## config.mk

```make
export PLATFORM = sky130hd
export DESIGN_NAME = cmst_core
export DESIGN_NICKNAME = d
export VERILOG_FILES = /design/src/rtl/cmst_pkg.sv /design/src/rtl/cmst_core.sv
export SDC_FILE = /design/constraint.sdc
export NUM_CORES = 1
export LEC_CHECK = 0
export BUFFER_PORTS_ARGS = -buffer_cell sky130_fd_sc_hd__buf_2
export CAP_MARGIN = 20
export CORE_MARGIN = 2
export CORE_UTILIZATION = 35
export CTS_CLUSTER_DIAMETER = 150
export CTS_CLUSTER_SIZE = 25
export DETAILED_ROUTE_END_ITERATION = 7
export SETUP_SLACK_MARGIN = 0.05
export SLEW_MARGIN = 10
export SYNTH_ARGS = -nofsm -noshare
export SYNTH_HDL_FRONTEND = slang
export SYNTH_SLANG_ARGS = --single-unit
```

## constraint.sdc

```tcl
create_clock -name clk -period 8.4 [get_ports clk]
set_input_delay 2.52 -clock clk [delete_from_list [all_inputs] [get_ports clk]]
set_output_delay 2.52 -clock clk [all_outputs]
set_load 0.1 [all_outputs]
```

## src/rtl/cmst_pkg.sv

```systemverilog
// ----------------------------------------------------------------------------
// cmst_pkg: shared types and codes for the compare match system timer
// Command and register select codes, field widths, item and result types.
// ----------------------------------------------------------------------------
`default_nettype none

package cmst_pkg;

    localparam int WORD_W = 32;
    localparam int CMD_W  = 2;
    localparam int SEL_W  = 3;
    localparam int NUM_CMP = 4;
    localparam int CMP_IDX_W = $clog2(NUM_CMP);

    // Command codes; code 3 is unused and does nothing
    localparam logic [CMD_W-1:0] CMD_TICK  = 2'd0;
    localparam logic [CMD_W-1:0] CMD_READ  = 2'd1;
    localparam logic [CMD_W-1:0] CMD_WRITE = 2'd2;

    // Register select codes; code 7 is unused
    localparam logic [SEL_W-1:0] SEL_STATUS = 3'd0;
    localparam logic [SEL_W-1:0] SEL_CNT_LO = 3'd1;
    localparam logic [SEL_W-1:0] SEL_CNT_HI = 3'd2;
    localparam logic [SEL_W-1:0] SEL_CMP0   = 3'd3;
    localparam logic [SEL_W-1:0] SEL_CMP1   = 3'd4;
    localparam logic [SEL_W-1:0] SEL_CMP2   = 3'd5;
    localparam logic [SEL_W-1:0] SEL_CMP3   = 3'd6;

    typedef logic [WORD_W-1:0]  word_t;
    typedef logic [NUM_CMP-1:0] flags_t;

    typedef struct packed {
        logic [CMD_W-1:0] cmd;
        logic [SEL_W-1:0] reg_sel;
        word_t            write_data;
    } item_t;

    typedef struct packed {
        word_t read_data;
        logic  irq_pending;
    } result_t;

endpackage

`default_nettype wire

```

## src/rtl/cmst_core.sv

```systemverilog
// ----------------------------------------------------------------------------
// cmst_core: timer state and single-pass execute
// Holds counter, compare, status and interrupt state; executes one item.
// ----------------------------------------------------------------------------
`default_nettype none

module cmst_core
    import cmst_pkg::*;
(
    input  wire logic  clk,
    input  wire logic  rst_n,
    input  wire logic  fire,
    input  wire item_t item,
    output result_t    result
);

    word_t  cnt_lo_reg,  cnt_lo_next;
    word_t  cnt_hi_reg,  cnt_hi_next;
    word_t  cmp_reg  [NUM_CMP];
    word_t  cmp_next [NUM_CMP];
    flags_t flags_reg,   flags_next;
    logic   irq_reg,     irq_next;

    logic [2*WORD_W-1:0]  cnt_inc;
    flags_t               match;
    flags_t               hit;
    logic [CMP_IDX_W-1:0] cmp_idx;
    word_t                rd;

    assign cnt_inc = {cnt_hi_reg, cnt_lo_reg} + (2*WORD_W)'(1);
    assign cmp_idx = CMP_IDX_W'(item.reg_sel - SEL_CMP0);
    assign hit     = item.write_data[NUM_CMP-1:0] & flags_reg;

    always_comb
    begin
        for (int k = 0; k < NUM_CMP; k++)
        begin
            match[k] = (cnt_inc[WORD_W-1:0] != '0) &&
                       (cnt_inc[WORD_W-1:0] == cmp_reg[k]);
        end
    end

    always_comb
    begin
        cnt_lo_next = cnt_lo_reg;
        cnt_hi_next = cnt_hi_reg;
        cmp_next    = cmp_reg;
        flags_next  = flags_reg;
        irq_next    = irq_reg;
        rd          = '0;

        case (item.cmd)
            CMD_TICK:
            begin
                // Counter freezes while the interrupt is pending
                if (!irq_reg)
                begin
                    cnt_lo_next = cnt_inc[WORD_W-1:0];
                    cnt_hi_next = cnt_inc[2*WORD_W-1:WORD_W];
                    flags_next  = flags_reg | match;
                    irq_next    = |match;
                end
            end
            CMD_READ:
            begin
                unique case (item.reg_sel) inside
                    SEL_STATUS: rd = WORD_W'(flags_reg);
                    SEL_CNT_LO: rd = cnt_lo_reg;
                    SEL_CNT_HI: rd = cnt_hi_reg;
                    SEL_CMP0, SEL_CMP1, SEL_CMP2, SEL_CMP3: rd = cmp_reg[cmp_idx];
                    default:    rd = '0;
                endcase
            end
            CMD_WRITE:
            begin
                unique case (item.reg_sel) inside
                    SEL_STATUS:
                    begin
                        // Acknowledge while pending, direct load while idle
                        if (irq_reg)
                        begin
                            if (hit != '0)
                            begin
                                flags_next = flags_reg & ~hit;
                                irq_next   = 1'b0;
                            end
                        end
                        else
                        begin
                            flags_next = item.write_data[NUM_CMP-1:0];
                        end
                    end
                    SEL_CNT_LO: cnt_lo_next = item.write_data;
                    SEL_CNT_HI: cnt_hi_next = item.write_data;
                    SEL_CMP0, SEL_CMP1, SEL_CMP2, SEL_CMP3:
                        cmp_next[cmp_idx] = item.write_data;
                    default: ;
                endcase
            end
            default: ;
        endcase
    end

    always_ff @(posedge clk or negedge rst_n)
    begin
        if (!rst_n)
        begin
            cnt_lo_reg <= '0;
            cnt_hi_reg <= '0;
            for (int k = 0; k < NUM_CMP; k++)
            begin
                cmp_reg[k] <= '0;
            end
            flags_reg  <= '0;
            irq_reg    <= 1'b0;
        end
        else if (fire)
        begin
            cnt_lo_reg <= cnt_lo_next;
            cnt_hi_reg <= cnt_hi_next;
            cmp_reg    <= cmp_next;
            flags_reg  <= flags_next;
            irq_reg    <= irq_next;
        end
    end

    assign result = '{read_data: rd, irq_pending: irq_next};

endmodule

`default_nettype wire

```

==> summary.txt, run 1 <==
P_int - 2.29 mW
RSZ-0062 raised after global routing - no
Root buf cell - clkbuf_16
Largest net degree at the start of global routing - 77
Fmax - 124 MHz
DRC - 0
Clk network pwr share - 22.1%
Tcrit/Tclk final - 95.9%
EDFF count, synth - 0
CTS Sinks - 197
Cts hold-fix bufs - 0
WP data required - 5.88 ns
Mux cell area share after synthesis - 16.0%
Final hold vios - 0
Outcome - finished clean
Comb power frac - 38.2%
Hold depth - 2
Worst skew pair latency - 0.49 ns
Main synth FF type - dfrtp_1
Post-route minimum period - 8.05 ns
Setup Crit Path Kind - register to output port
Largest register FFs - 128
Min-delay src - flags_reg[1]$_DFFE_PN0P_
Number of synthesized register bits - 197
Die Height - 204 um
R2R Path End - cnt_hi_reg[28]$_DFFE_PN0P_
Clock skew - 0.0236 ns
Register area share after synthesis - 35.1%
Initial core utilization - 35.4%
Part of the power in registers - 39.7%
GRT Overall Usage - 27.3%
Post-layout nets - 1,538
DP Wirelength - 41,400 um
Total CTS buffers - 17
MaxCap Viol Count - 0
Vias per cell - 6.44
Crit-path max FO - 13
Initial antenna violation count - 1
Hold_ws - 0.546 ns
Fin area - 15,600 sq um
Ys Warns - 0
Wirelength per Cell - 27.9 um
Number of DRC markers in iteration 0 - 1,832
Die Area - 41,700 sq um
Worst setup SP type - register
Slew @ Worst Pin - 1.10 ns
Worst path arrival time - 5.53 ns
Final slew viol count - 0
Cell area power density - 253 nW/um^2
Die width - 204 um
Gpl congestion - 1.01
Worst Setup End Kind - output port
Layout cells sized above 1 - 22.3%
GR Overflow Total - 0
TritonCTS clock tree - yes
Post-Synth Simple-Gate Area - 17.6%
Cell Rows - 73
Worst VDD drop - 140 uV
Vias in the first global route - 12,300
I/O pins - 73
Yosys cell types - 83
Worst-path clk slew - 0.09 ns
First-pass GRT wire length - 84,100 um
Post-placement cell area - 15,000 sq um
Sw frac - 42.0%
Post-Synth XOR/XNOR Area - 8.82%
Compound-gate portion of the synthesized area - 17.5%
Reg area - 4930 sq um
Cells after Synth - 1,490
Adder-Cell Fraction of Synth Area - 0.606%
Hold EP - flags_reg[1]$_DFFE_PN0P_
Max clock buf depth - 2
Leak - 6.23 nW
Largest family of logic cells by synthesized area - simple AND/OR/NAND/NOR gates
Htree depth - 4
Asr flop ratio synth - 100%
Footprint of the multi-input gates - 8570 sq um
Via count - 13,100
Post_cts resized - 0
Post-synth net total - 1,536
Area Overhead vs Synth - 11.3%
Antenna Violating Nets Remaining - 0
Worst slew margin - 26.4%
Cell area after synthesis - 14,000 sq um
Final setup vio count - 0
Mean post-synth cell area - 9.43 sq um
R2r startpoint - cnt_lo_reg[0]$_DFFE_PN0P_
Port Buffer Count - 72
FF-to-FF setup slack - 3.38 ns
FF-to-FF path depth - 11
Area of the core - 39,600 sq um
Routed WL - 56,500 um
Number of post-CTS setup repair buffers - 0
Switch Pwr - 1.66 mW
Fillers - 3,926
Min-Delay Path Class - register to register
Drt pass-1 iters - 6
N_diodes - 0
Total negative slack - 0 ns
metal layers:
layer  GRT usage (%)  part of all wire, %  vias to the layer above
met5               0                0.025                        -
met4            10.1                  3.3                        2
met3            5.58                  8.8                      101
met2            42.0                   46                      672
met1            37.9                   42                     6667
li1                -                    -                     5628
power groups by stage:
stage                     clock network (mW)  logic [mW]  registers [mW]
after global placement                     0        1.47            1.56
after detailed placement                   0        1.47            1.57
final                                  0.871        1.51            1.57
after floorplan                            0        1.15            1.34
after global routing                   0.917        1.60            1.59
after CTS                              0.884        1.48            1.55
per-stage QoR:
| step | worst slack, ns | util, % | instances | total power [mW] |
|---|---|---|---|---|
| finish | 0.348 | 39.4 | 2029 | 3.95 |
| floorplan | 0.0395 | - | 1490 | 2.49 |
| global placement | 0.847 | 37.7 | 1995 | 3.03 |
| global route | 0.0548 | 39.4 | 2029 | 4.11 |
| CTS | 0.220 | 39.2 | 2026 | 3.91 |
| detailed placement | 0.776 | 37.7 | 1995 | 3.04 |
Yosys cell counts (5+ instances only):
cell type | n | area share, %
o21ai_0 | 86 | 3.1
and3_1 | 20 | 0.89
inv_1 | 30 | 0.80
nor3b_1 | 10 | 0.53
or3_1 | 13 | 0.58
o22ai_1 | 29 | 1.3
nor3_1 | 29 | 1.0
xnor3_1 | 14 | 2.2
nor2b_1 | 14 | 0.62
xor2_1 | 35 | 2.2
a222oi_1 | 29 | 2.1
a311oi_1 | 5 | 0.31
dfrtp_1 | 197 | 35
buf_1 | 22 | 0.59
o31ai_1 | 5 | 0.27
buf_2 | 9 | 0.32
nand3_1 | 55 | 2.0
ha_1 | 6 | 0.53
a22oi_1 | 23 | 1.2
o2111ai_1 | 9 | 0.56
clkbuf_1 | 87 | 2.3
a21oi_1 | 102 | 3.6
nor2_1 | 112 | 3.0
nand2_1 | 96 | 2.6
mux2_2 | 131 | 11
xnor2_1 | 65 | 4.1
or4_1 | 6 | 0.32
nor4_1 | 26 | 1.2
mux4_2 | 32 | 5.1
and2_1 | 14 | 0.62
a31oi_1 | 23 | 1.0
o22a_1 | 10 | 0.62
and4_1 | 11 | 0.69
nand4_1 | 34 | 1.5
nand2b_1 | 14 | 0.62
worst max-delay path: stages, from the launching register on:
cell       delay, ns
dfrtp_1         0.62
ha_1            0.52
and4_1          0.60
nand4_2         0.39
nor3_2          0.62
xnor2_1         0.19
a2111oi_0       0.53
nand4_1         0.20
nor4_1          0.25
buf_4           0.17
a21boi_1        0.06
a31oi_1         0.31
a2bb2oi_2       0.15
buf_2           0.43
cell families (layout without fill, tap and decap cells):
kind of cell / Yosys count / in the layout
AND/OR/NAND/NOR: 473 / 473
flip-flops: 197 / 197
adder cells (fa/ha/maj): 7 / 7
AO/OA/AOI/OAI: 374 / 374
buffers and inverters: 156 / 170
multiplexers: 167 / 167
XOR/XNOR: 116 / 116
worst max path at each step:
| stage | to | cells past startpoint | startpoint |
|---|---|---|---|
| global placement | result[0] | 12 | cnt_lo_reg[0]$_DFFE_PN0P_ |
| floorplan | result[10] | 9 | item[32] |
| finish | result[0] | 13 | cnt_lo_reg[0]$_DFFE_PN0P_ |
| CTS | result[0] | 12 | cnt_lo_reg[0]$_DFFE_PN0P_ |
| detailed placement | result[0] | 12 | cnt_lo_reg[0]$_DFFE_PN0P_ |
| global route | result[0] | 13 | cnt_lo_reg[0]$_DFFE_PN0P_ |
placed cells by master, fill, tap and decap left out, types with 35 or more instances in the layout:
master | netlist | layout
a21oi_1 | 102 | 101
buf_2 | 9 | 67
dfrtp_1 | 197 | 197
mux2_2 | 131 | 131
nand2_1 | 96 | 91
nand3_1 | 55 | 55
nor2_1 | 112 | 109
o21ai_0 | 86 | 86
xnor2_1 | 65 | 65
xor2_1 | 35 | 35
cell type report:
| type | instances | share of cell area (%) |
|---|---|---|
| Clock buffer | 20 | 2.86 |
| Clock inverter | 11 | 0.960 |
| Inverter | 30 | 0.720 |
| Multi-Input combinational cell | 1137 | 54.8 |
| Sequential cell | 197 | 31.5 |
| Tap cell | 525 | 4.20 |
| Timing Repair Buffer | 109 | 4.90 |
(Power assumes the default switching activity.)
==> inputs of run 2 (changes only) <==
CAP_MARGIN = default   (was 20)
CORE_ASPECT_RATIO = 1.25   (was default)
==> run 2 against run 1 <==
Against the previous run:
- worst setup slack improved by 0.15 ns
- count of clock-buffer cells in the layout decreased by 1
- final cell count decreased by 0.94%
- sequential share of layout area increased by 0.18 points
- register-to-register slack about the same
- total power decreased by 0.63%
- critical path depth decreased by 1
- sequential power about the same
- core utilization decreased by 0.39 points
- worst hold slack got worse by 0.0014 ns
- largest power group unchanged
- highest routed layer is now met4
==> summary.txt, run 2 (synthesis results as in run 1) <==
Number of DRC markers in iteration 0 - 1,301 (was 1,832)
Slowest Stage Delay on Critical Path - 0.63 ns (was 0.62 ns)
Total negative slack - 0 ns (unchanged)
Via count - 12,900 (was 13,100)
First-pass GRT wire length - 85,100 um (was 84,100 um)
FF-to-FF path depth - 12 (was 11)
Number of post-CTS setup repair buffers - 0 (unchanged)
R2R Path End - cnt_hi_reg[28]$_DFFE_PN0P_ (unchanged)
GRT Overall Usage - 27.7% (was 27.3%)
Buf/Inv on CP - 1 (was 2)
Tcrit/Tclk final - 94.1% (was 95.9%)
Vias in the first global route - 12,600 (was 12,300)
Min-delay src - cnt_hi_reg[8]$_DFFE_PN0P_ (was flags_reg[1]$_DFFE_PN0P_)
DP Wirelength - 42,500 um (was 41,400 um)
Fmax - 127 MHz (was 124 MHz)
Wirelength per Cell - 28.6 um (was 27.9 um)
Initial core utilization - 35.3% (was 35.4%)
Final Util - 39.1% (was 39.4%)
Antenna Violating Nets Remaining - 0 (unchanged)
Vias per cell - 6.43 (was 6.44)
CP max-delay cell - dfrtp_1 (unchanged)
Slew @ Worst Pin - 1.15 ns (was 1.10 ns)
Worst-path clk slew - 0.07 ns (was 0.09 ns)
Max clock buf depth - 2 (unchanged)
Final slew viol count - 0 (unchanged)
Layout cells sized above 1 - 22.5% (was 22.3%)
Setup crit start - cnt_lo_reg[0]$_DFFE_PN0P_ (unchanged)
Highest-count cells in the layout ignoring fill and taps - 197 x dfrtp_1, 131 x mux2_2, 109 x nor2_1 (unchanged)
Final setup vio count - 0 (unchanged)
Die Area - 41,800 sq um (was 41,700 sq um)
Worst Setup End Kind - output port (unchanged)
R2r startpoint - cnt_lo_reg[0]$_DFFE_PN0P_ (unchanged)
Crit-path max FO - 13 (unchanged)
Cell Rows - 82 (was 73)
Leak - 6.20 nW (was 6.23 nW)
Footprint of the multi-input gates - 8570 sq um (about the same)
Worst slew margin - 23.1% (was 26.4%)
MaxCap Viol Count - 0 (unchanged)
Total CTS buffers - 17 (unchanged)
Worst setup SP type - register (unchanged)
Drt pass-1 iters - 8 (was 6)
Cell area power density - 253 nW/um^2 (about the same)
Post-route minimum period - 7.90 ns (was 8.05 ns)
Critical-path cell list - ha_1 > and4_2 > nand4_2 > nor3_2 > xnor2_1 > a2111oi_0 > nand4_1 > nor4_1 > a21boi_1 > a31oi_1 > a2bb2oi_2 > buf_2 (was ha_1 > and4_1 > nand4_2 > nor3_2 > xnor2_1 > a2111oi_0 > nand4_1 > nor4_1 > buf_4 > a21boi_1 > a31oi_1 > a2bb2oi_2 > buf_2)
Hold EP - cnt_hi_reg[8]$_DFFE_PN0P_ (was flags_reg[1]$_DFFE_PN0P_)
Initial antenna violation count - 0 (was 1)
Routed WL - 57,500 um (was 56,500 um)
Most common cell after layout, fill and taps aside - dfrtp_1 (unchanged)
Fillers - 3,988 (was 3,926)
Crit. path cell count - 12 (was 13)
Root buf cell - clkbuf_16 (unchanged)
Hold_ws - 0.545 ns (was 0.546 ns)
Final hold vios - 0 (unchanged)
Hold depth - 2 (unchanged)
Area of the core - 39,800 sq um (was 39,600 sq um)
RSZ-0062 raised after global routing - no (unchanged)
Largest register FFs - 128 (unchanged)
Gpl congestion - 1.07 (was 1.01)
GR Overflow Total - 0 (unchanged)
WP data required - 5.88 ns (about the same)
Post-Layout Cell Count - 2,010 (was 2,029)
Area Overhead vs Synth - 10.7% (was 11.3%)
Setup Crit Path Kind - register to output port (unchanged)
Die width - 183 um (was 204 um)
Outcome - finished clean (unchanged)
TritonCTS clock tree - yes (unchanged)
Crit-path leading delay family - simple AND/OR/NAND/NOR gates (unchanged)
Worst skew pair latency - 0.48 ns (was 0.49 ns)
Pre-CTS setup slack - 0.698 ns (was 0.776 ns)
Clock skew - 0.0137 ns (was 0.0236 ns)
Htree depth - 4 (unchanged)
Setup WS post-layout - 0.498 ns (was 0.348 ns)
CTS Sinks - 197 (unchanged)
Placed cell count - 1,978 (was 1,995)
N_diodes - 0 (unchanged)
Min-Delay Path Class - register to register (unchanged)
Reg area - 4930 sq um (unchanged)
Worst VDD drop - 162 uV (was 140 uV)
Port Buffer Count - 72 (unchanged)
Worst path arrival time - 5.38 ns (was 5.53 ns)
FF-to-FF setup slack - 3.37 ns (was 3.38 ns)
Post-layout nets - 1,539 (was 1,538)
Largest net degree at the start of global routing - 75 (was 77)
Die Height - 228 um (was 204 um)
I/O pins - 73 (unchanged)
DRC - 0 (unchanged)
-- run 2: worst max path at each step --
stage	slack, ns	endpoint
after floorplan	0.04	result[10]
after global placement	0.73	result[0]
after detailed placement	0.70	result[0]
after CTS	0.15	result[0]
after global routing	0.11	result[0]
final	0.50	result[0]
-- run 2: power breakdown --
part | internal [mW] | switching (mW)
logic | 0.655 | 0.852
registers | 1.16 | 0.402
clock network | 0.450 | 0.408
total | 2.27 | 1.66
-- run 2: cell type report --
cell class | instances | area share (%)
multi-input cells | 1137 | 55.1
flip-flops and latches | 197 | 31.7
repair buffers | 110 | 4.59
well taps | 504 | 4.06
clock buffers | 19 | 2.85
clock inverters | 13 | 0.941
inverters | 30 | 0.724
-- run 2: what timing repair did --
action,CTS,global route
hold buffers,0,0
endpoints found under the setup margin,0,1
resized for setup,0,2
-- run 2: routing by layer --
| metal | GRT usage, % | vias up | routed length (um) |
|---|---|---|---|
| met2 | 45.7 | 637 | 27800 |
| met1 | 34.1 | 6520 | 22400 |
| met5 | 0 | - | 0 |
| met3 | 4.58 | 145 | 3680 |
| met4 | 16.3 | 0 | 3580 |
| li1 | - | 5618 | - |
-- run 2: metrics by stage --
step	area (sq um)	power, mW
after global routing	15500	4.09
after CTS	15500	3.90
final	15500	3.93
after global placement	15000	3.02
after floorplan	14100	2.49
after detailed placement	15000	3.03
-- run 2: worst register-to-register path: cells and delay by family (launching register included) --
kind,cells,cell delay [ns]
AO/OA/AOI/OAI,3,0.54
flip-flops,1,0.63
AND/OR/NAND/NOR,7,3.12
buffers and inverters,1,0.16
adder cells (fa/ha/maj),1,0.50
==> inputs of run 3 (changes only) <==
==> constraint.sdc (replaced) <==
create_clock -name clk -period 8.4 [get_ports clk]
set_input_delay 0.84 -clock clk [delete_from_list [all_inputs] [get_ports clk]]
set_output_delay 0.84 -clock clk [all_outputs]
set_load 0.1 [all_outputs]
==> run 3 against run 2 <==
Against the previous run:
- combinational power fell by 7%
- flip-flop and latch count did not move
- non-clock buffer count fell by 20
- count of clock-buffer cells in the layout fell by 2
- largest cell class unchanged
==> summary.txt, run 3 (synthesis results as in run 1) <==
Worst path arrival time - 5.53 ns (was 5.38 ns)
CTS Sinks - 197 (unchanged)
Vias in the first global route - 12,300 (was 12,600)
Clock skew - 0.0128 ns (was 0.0137 ns)
Post-route minimum period - 6.37 ns (was 7.90 ns)
Initial core utilization - 35.3% (unchanged)
Root buf cell - clkbuf_16 (unchanged)
Worst-path clk slew - 0.08 ns (was 0.07 ns)
Fmax - 157 MHz (was 127 MHz)
Post_cts resized - 0 (unchanged)
Most Crowded Layer GR - met2 (unchanged)
Via count - 12,800 (was 12,900)
Total negative slack - 0 ns (unchanged)
First-pass GRT wire length - 84,900 um (was 85,100 um)
Critical-path cell list - ha_1 > and4_1 > nand4_2 > nor3_1 > xnor2_1 > xor2_1 > nand3_1 > or4_1 > a21boi_1 > a31oi_1 > a2bb2oi_2 > buf_2 (was ha_1 > and4_2 > nand4_2 > nor3_2 > xnor2_1 > a2111oi_0 > nand4_1 > nor4_1 > a21boi_1 > a31oi_1 > a2bb2oi_2 > buf_2)
Worst VDD drop - 179 uV (was 162 uV)
GR Overflow Total - 0 (unchanged)
Worst slew margin - 24.1% (was 23.1%)
Die Area - 41,800 sq um (unchanged)
Final Power - 3.92 mW (was 3.93 mW)
DP Wirelength - 41,900 um (was 42,500 um)
TritonCTS clock tree - yes (unchanged)
Most common cell after layout, fill and taps aside - dfrtp_1 (unchanged)
I/O pins - 73 (unchanged)
Final setup vio count - 0 (unchanged)
Post-layout nets - 1,519 (was 1,539)
Crit-path max FO - 13 (unchanged)
Wirelength per Cell - 28.8 um (was 28.6 um)
GRT Overall Usage - 27.6% (was 27.7%)
RSZ-0062 raised after global routing - no (unchanged)
Htree depth - 4 (unchanged)
Met2 Use GR - 45.6% (was 45.7%)
Setup Crit Path Kind - register to output port (unchanged)
Cell Rows - 82 (unchanged)
Antenna Violating Nets Remaining - 0 (unchanged)
Initial antenna violation count - 0 (unchanged)
Vias per cell - 6.44 (was 6.43)
Min-Delay Path Class - primary input to asynchronous set/reset pin (was register to register)
Worst skew pair latency - 0.49 ns (was 0.48 ns)
Total CTS buffers - 17 (unchanged)
Largest register FFs - 128 (unchanged)
Outcome - finished clean (unchanged)
Highest-count cells in the layout ignoring fill and taps - 197 x dfrtp_1, 131 x mux2_2, 112 x nor2_1 (was 197 x dfrtp_1, 131 x mux2_2, 109 x nor2_1)
Die width - 183 um (unchanged)
Worst setup SP type - register (unchanged)
Fillers - 4,060 (was 3,988)
WP data required - 7.56 ns (was 5.88 ns)
Final hold vios - 0 (unchanged)
Met1 Use GR - 35.2% (was 34.1%)
Leak - 6.11 nW (was 6.20 nW)
Worst Setup End Kind - output port (unchanged)
Area of the core - 39,800 sq um (unchanged)
Final slew viol count - 0 (unchanged)
Drt pass-1 iters - 7 (was 8)
MaxCap Viol Count - 0 (unchanged)
CP max-delay cell - nor3_1 (was dfrtp_1)
Max clock buf depth - 2 (unchanged)
Gpl congestion - 1.02 (was 1.07)
Tcrit/Tclk final - 75.8% (was 94.1%)
M3 GR Usage - 4.28% (was 4.58%)
Port Buffer Count - 72 (unchanged)
Area Overhead vs Synth - 9.17% (was 10.7%)
Largest net degree at the start of global routing - 74 (was 75)
N_diodes - 0 (unchanged)
DRC - 0 (unchanged)
Hold_ws - 0.323 ns (was 0.545 ns)
Routed WL - 57,200 um (was 57,500 um)
Number of post-CTS setup repair buffers - 0 (unchanged)
Die Height - 228 um (unchanged)
Number of DRC markers in iteration 0 - 1,354 (was 1,301)
Cell area power density - 255 nW/um^2 (was 253 nW/um^2)
Slowest Stage Delay on Critical Path - 0.75 ns (was 0.63 ns)
Cts hold-fix bufs - 0 (unchanged)
Slew @ Worst Pin - 1.13 ns (was 1.15 ns)
Layout cells sized above 1 - 21.0% (was 22.5%)
[run 3: cell types whose count changed in the layout (fill, tap and decap cells not counted), sizes merged]
cell	before	now
inv	34	38
clkinvlp	2	1
buf	109	89
clkbuf	20	18
clkinv	5	4
[run 3: cell type report]
type	instances	area [sq um]	area share [%]
sequential	197	4930	32.2
timing repair buffer	90	504	3.29
clock inverter	15	189	1.23
tap	504	631	4.11
inverter	30	113	0.734
multi-input combinational	1137	8540	55.7
clock buffer	17	425	2.77
[run 3: routing by layer]
metal	share of wire (%)	vias to the layer above	routed length (um)
met5	0	-	0
met4	4.6	0	2630
met3	6.6	126	3790
met2	49	613	28100
met1	40	6490	22800
li1	-	5590	-
[run 3: critical path, delay by kind of cell, from the launching register on]
family | cells | cell delay (ns)
adders and majority gates | 1 | 0.51
AOI/OAI and AO/OA | 3 | 0.70
buffers and inverters | 1 | 0.43
and+or+nand+nor | 5 | 2.31
xor gates and xnor gates | 2 | 0.45
DFF | 1 | 0.62
[run 3: metrics by stage]
step | utilization, % | cell area (sq um) | std cells | worst slack, ns
5_1_grt | 38.5 | 15300 | 1990 | 1.73
4_1_cts | 38.5 | 15300 | 1990 | 2.08
3_5_place_dp | 37.0 | 14700 | 1958 | 2.63
3_3_place_gp | 37.0 | 14700 | 1958 | 2.68
2_1_floorplan | - | 14000 | 1490 | 3.19
6_report | 38.5 | 15300 | 1990 | 2.03
[run 3: power breakdown]
part           leakage, nW  switching (mW)  total, mW  internal [mW]
Sequential            2.44           0.461       1.62           1.16
Combinational         3.36           0.783       1.41          0.630
Clock                0.299           0.430      0.883          0.453
[run 3: path summary, 6_finish.rpt]
kind | from | end | slack, ns | cells after the start
max in group asynchronous | rst_n | cnt_lo_reg[8]$_DFFE_PN0P_ | 6.72 | 2
min | rst_n | cnt_hi_reg[30]$_DFFE_PN0P_ | 0.32 | 1
min reg2reg | cmp_reg[73]$_DFFE_PN0P_ | cmp_reg[73]$_DFFE_PN0P_ | 0.55 | 1
min in group clk | cmp_reg[73]$_DFFE_PN0P_ | cmp_reg[73]$_DFFE_PN0P_ | 0.55 | 1
max | cnt_lo_reg[0]$_DFFE_PN0P_ | result[0] | 2.03 | 12
max reg2reg | cnt_lo_reg[0]$_DFFE_PN0P_ | cnt_hi_reg[28]$_DFFE_PN0P_ | 3.39 | 11
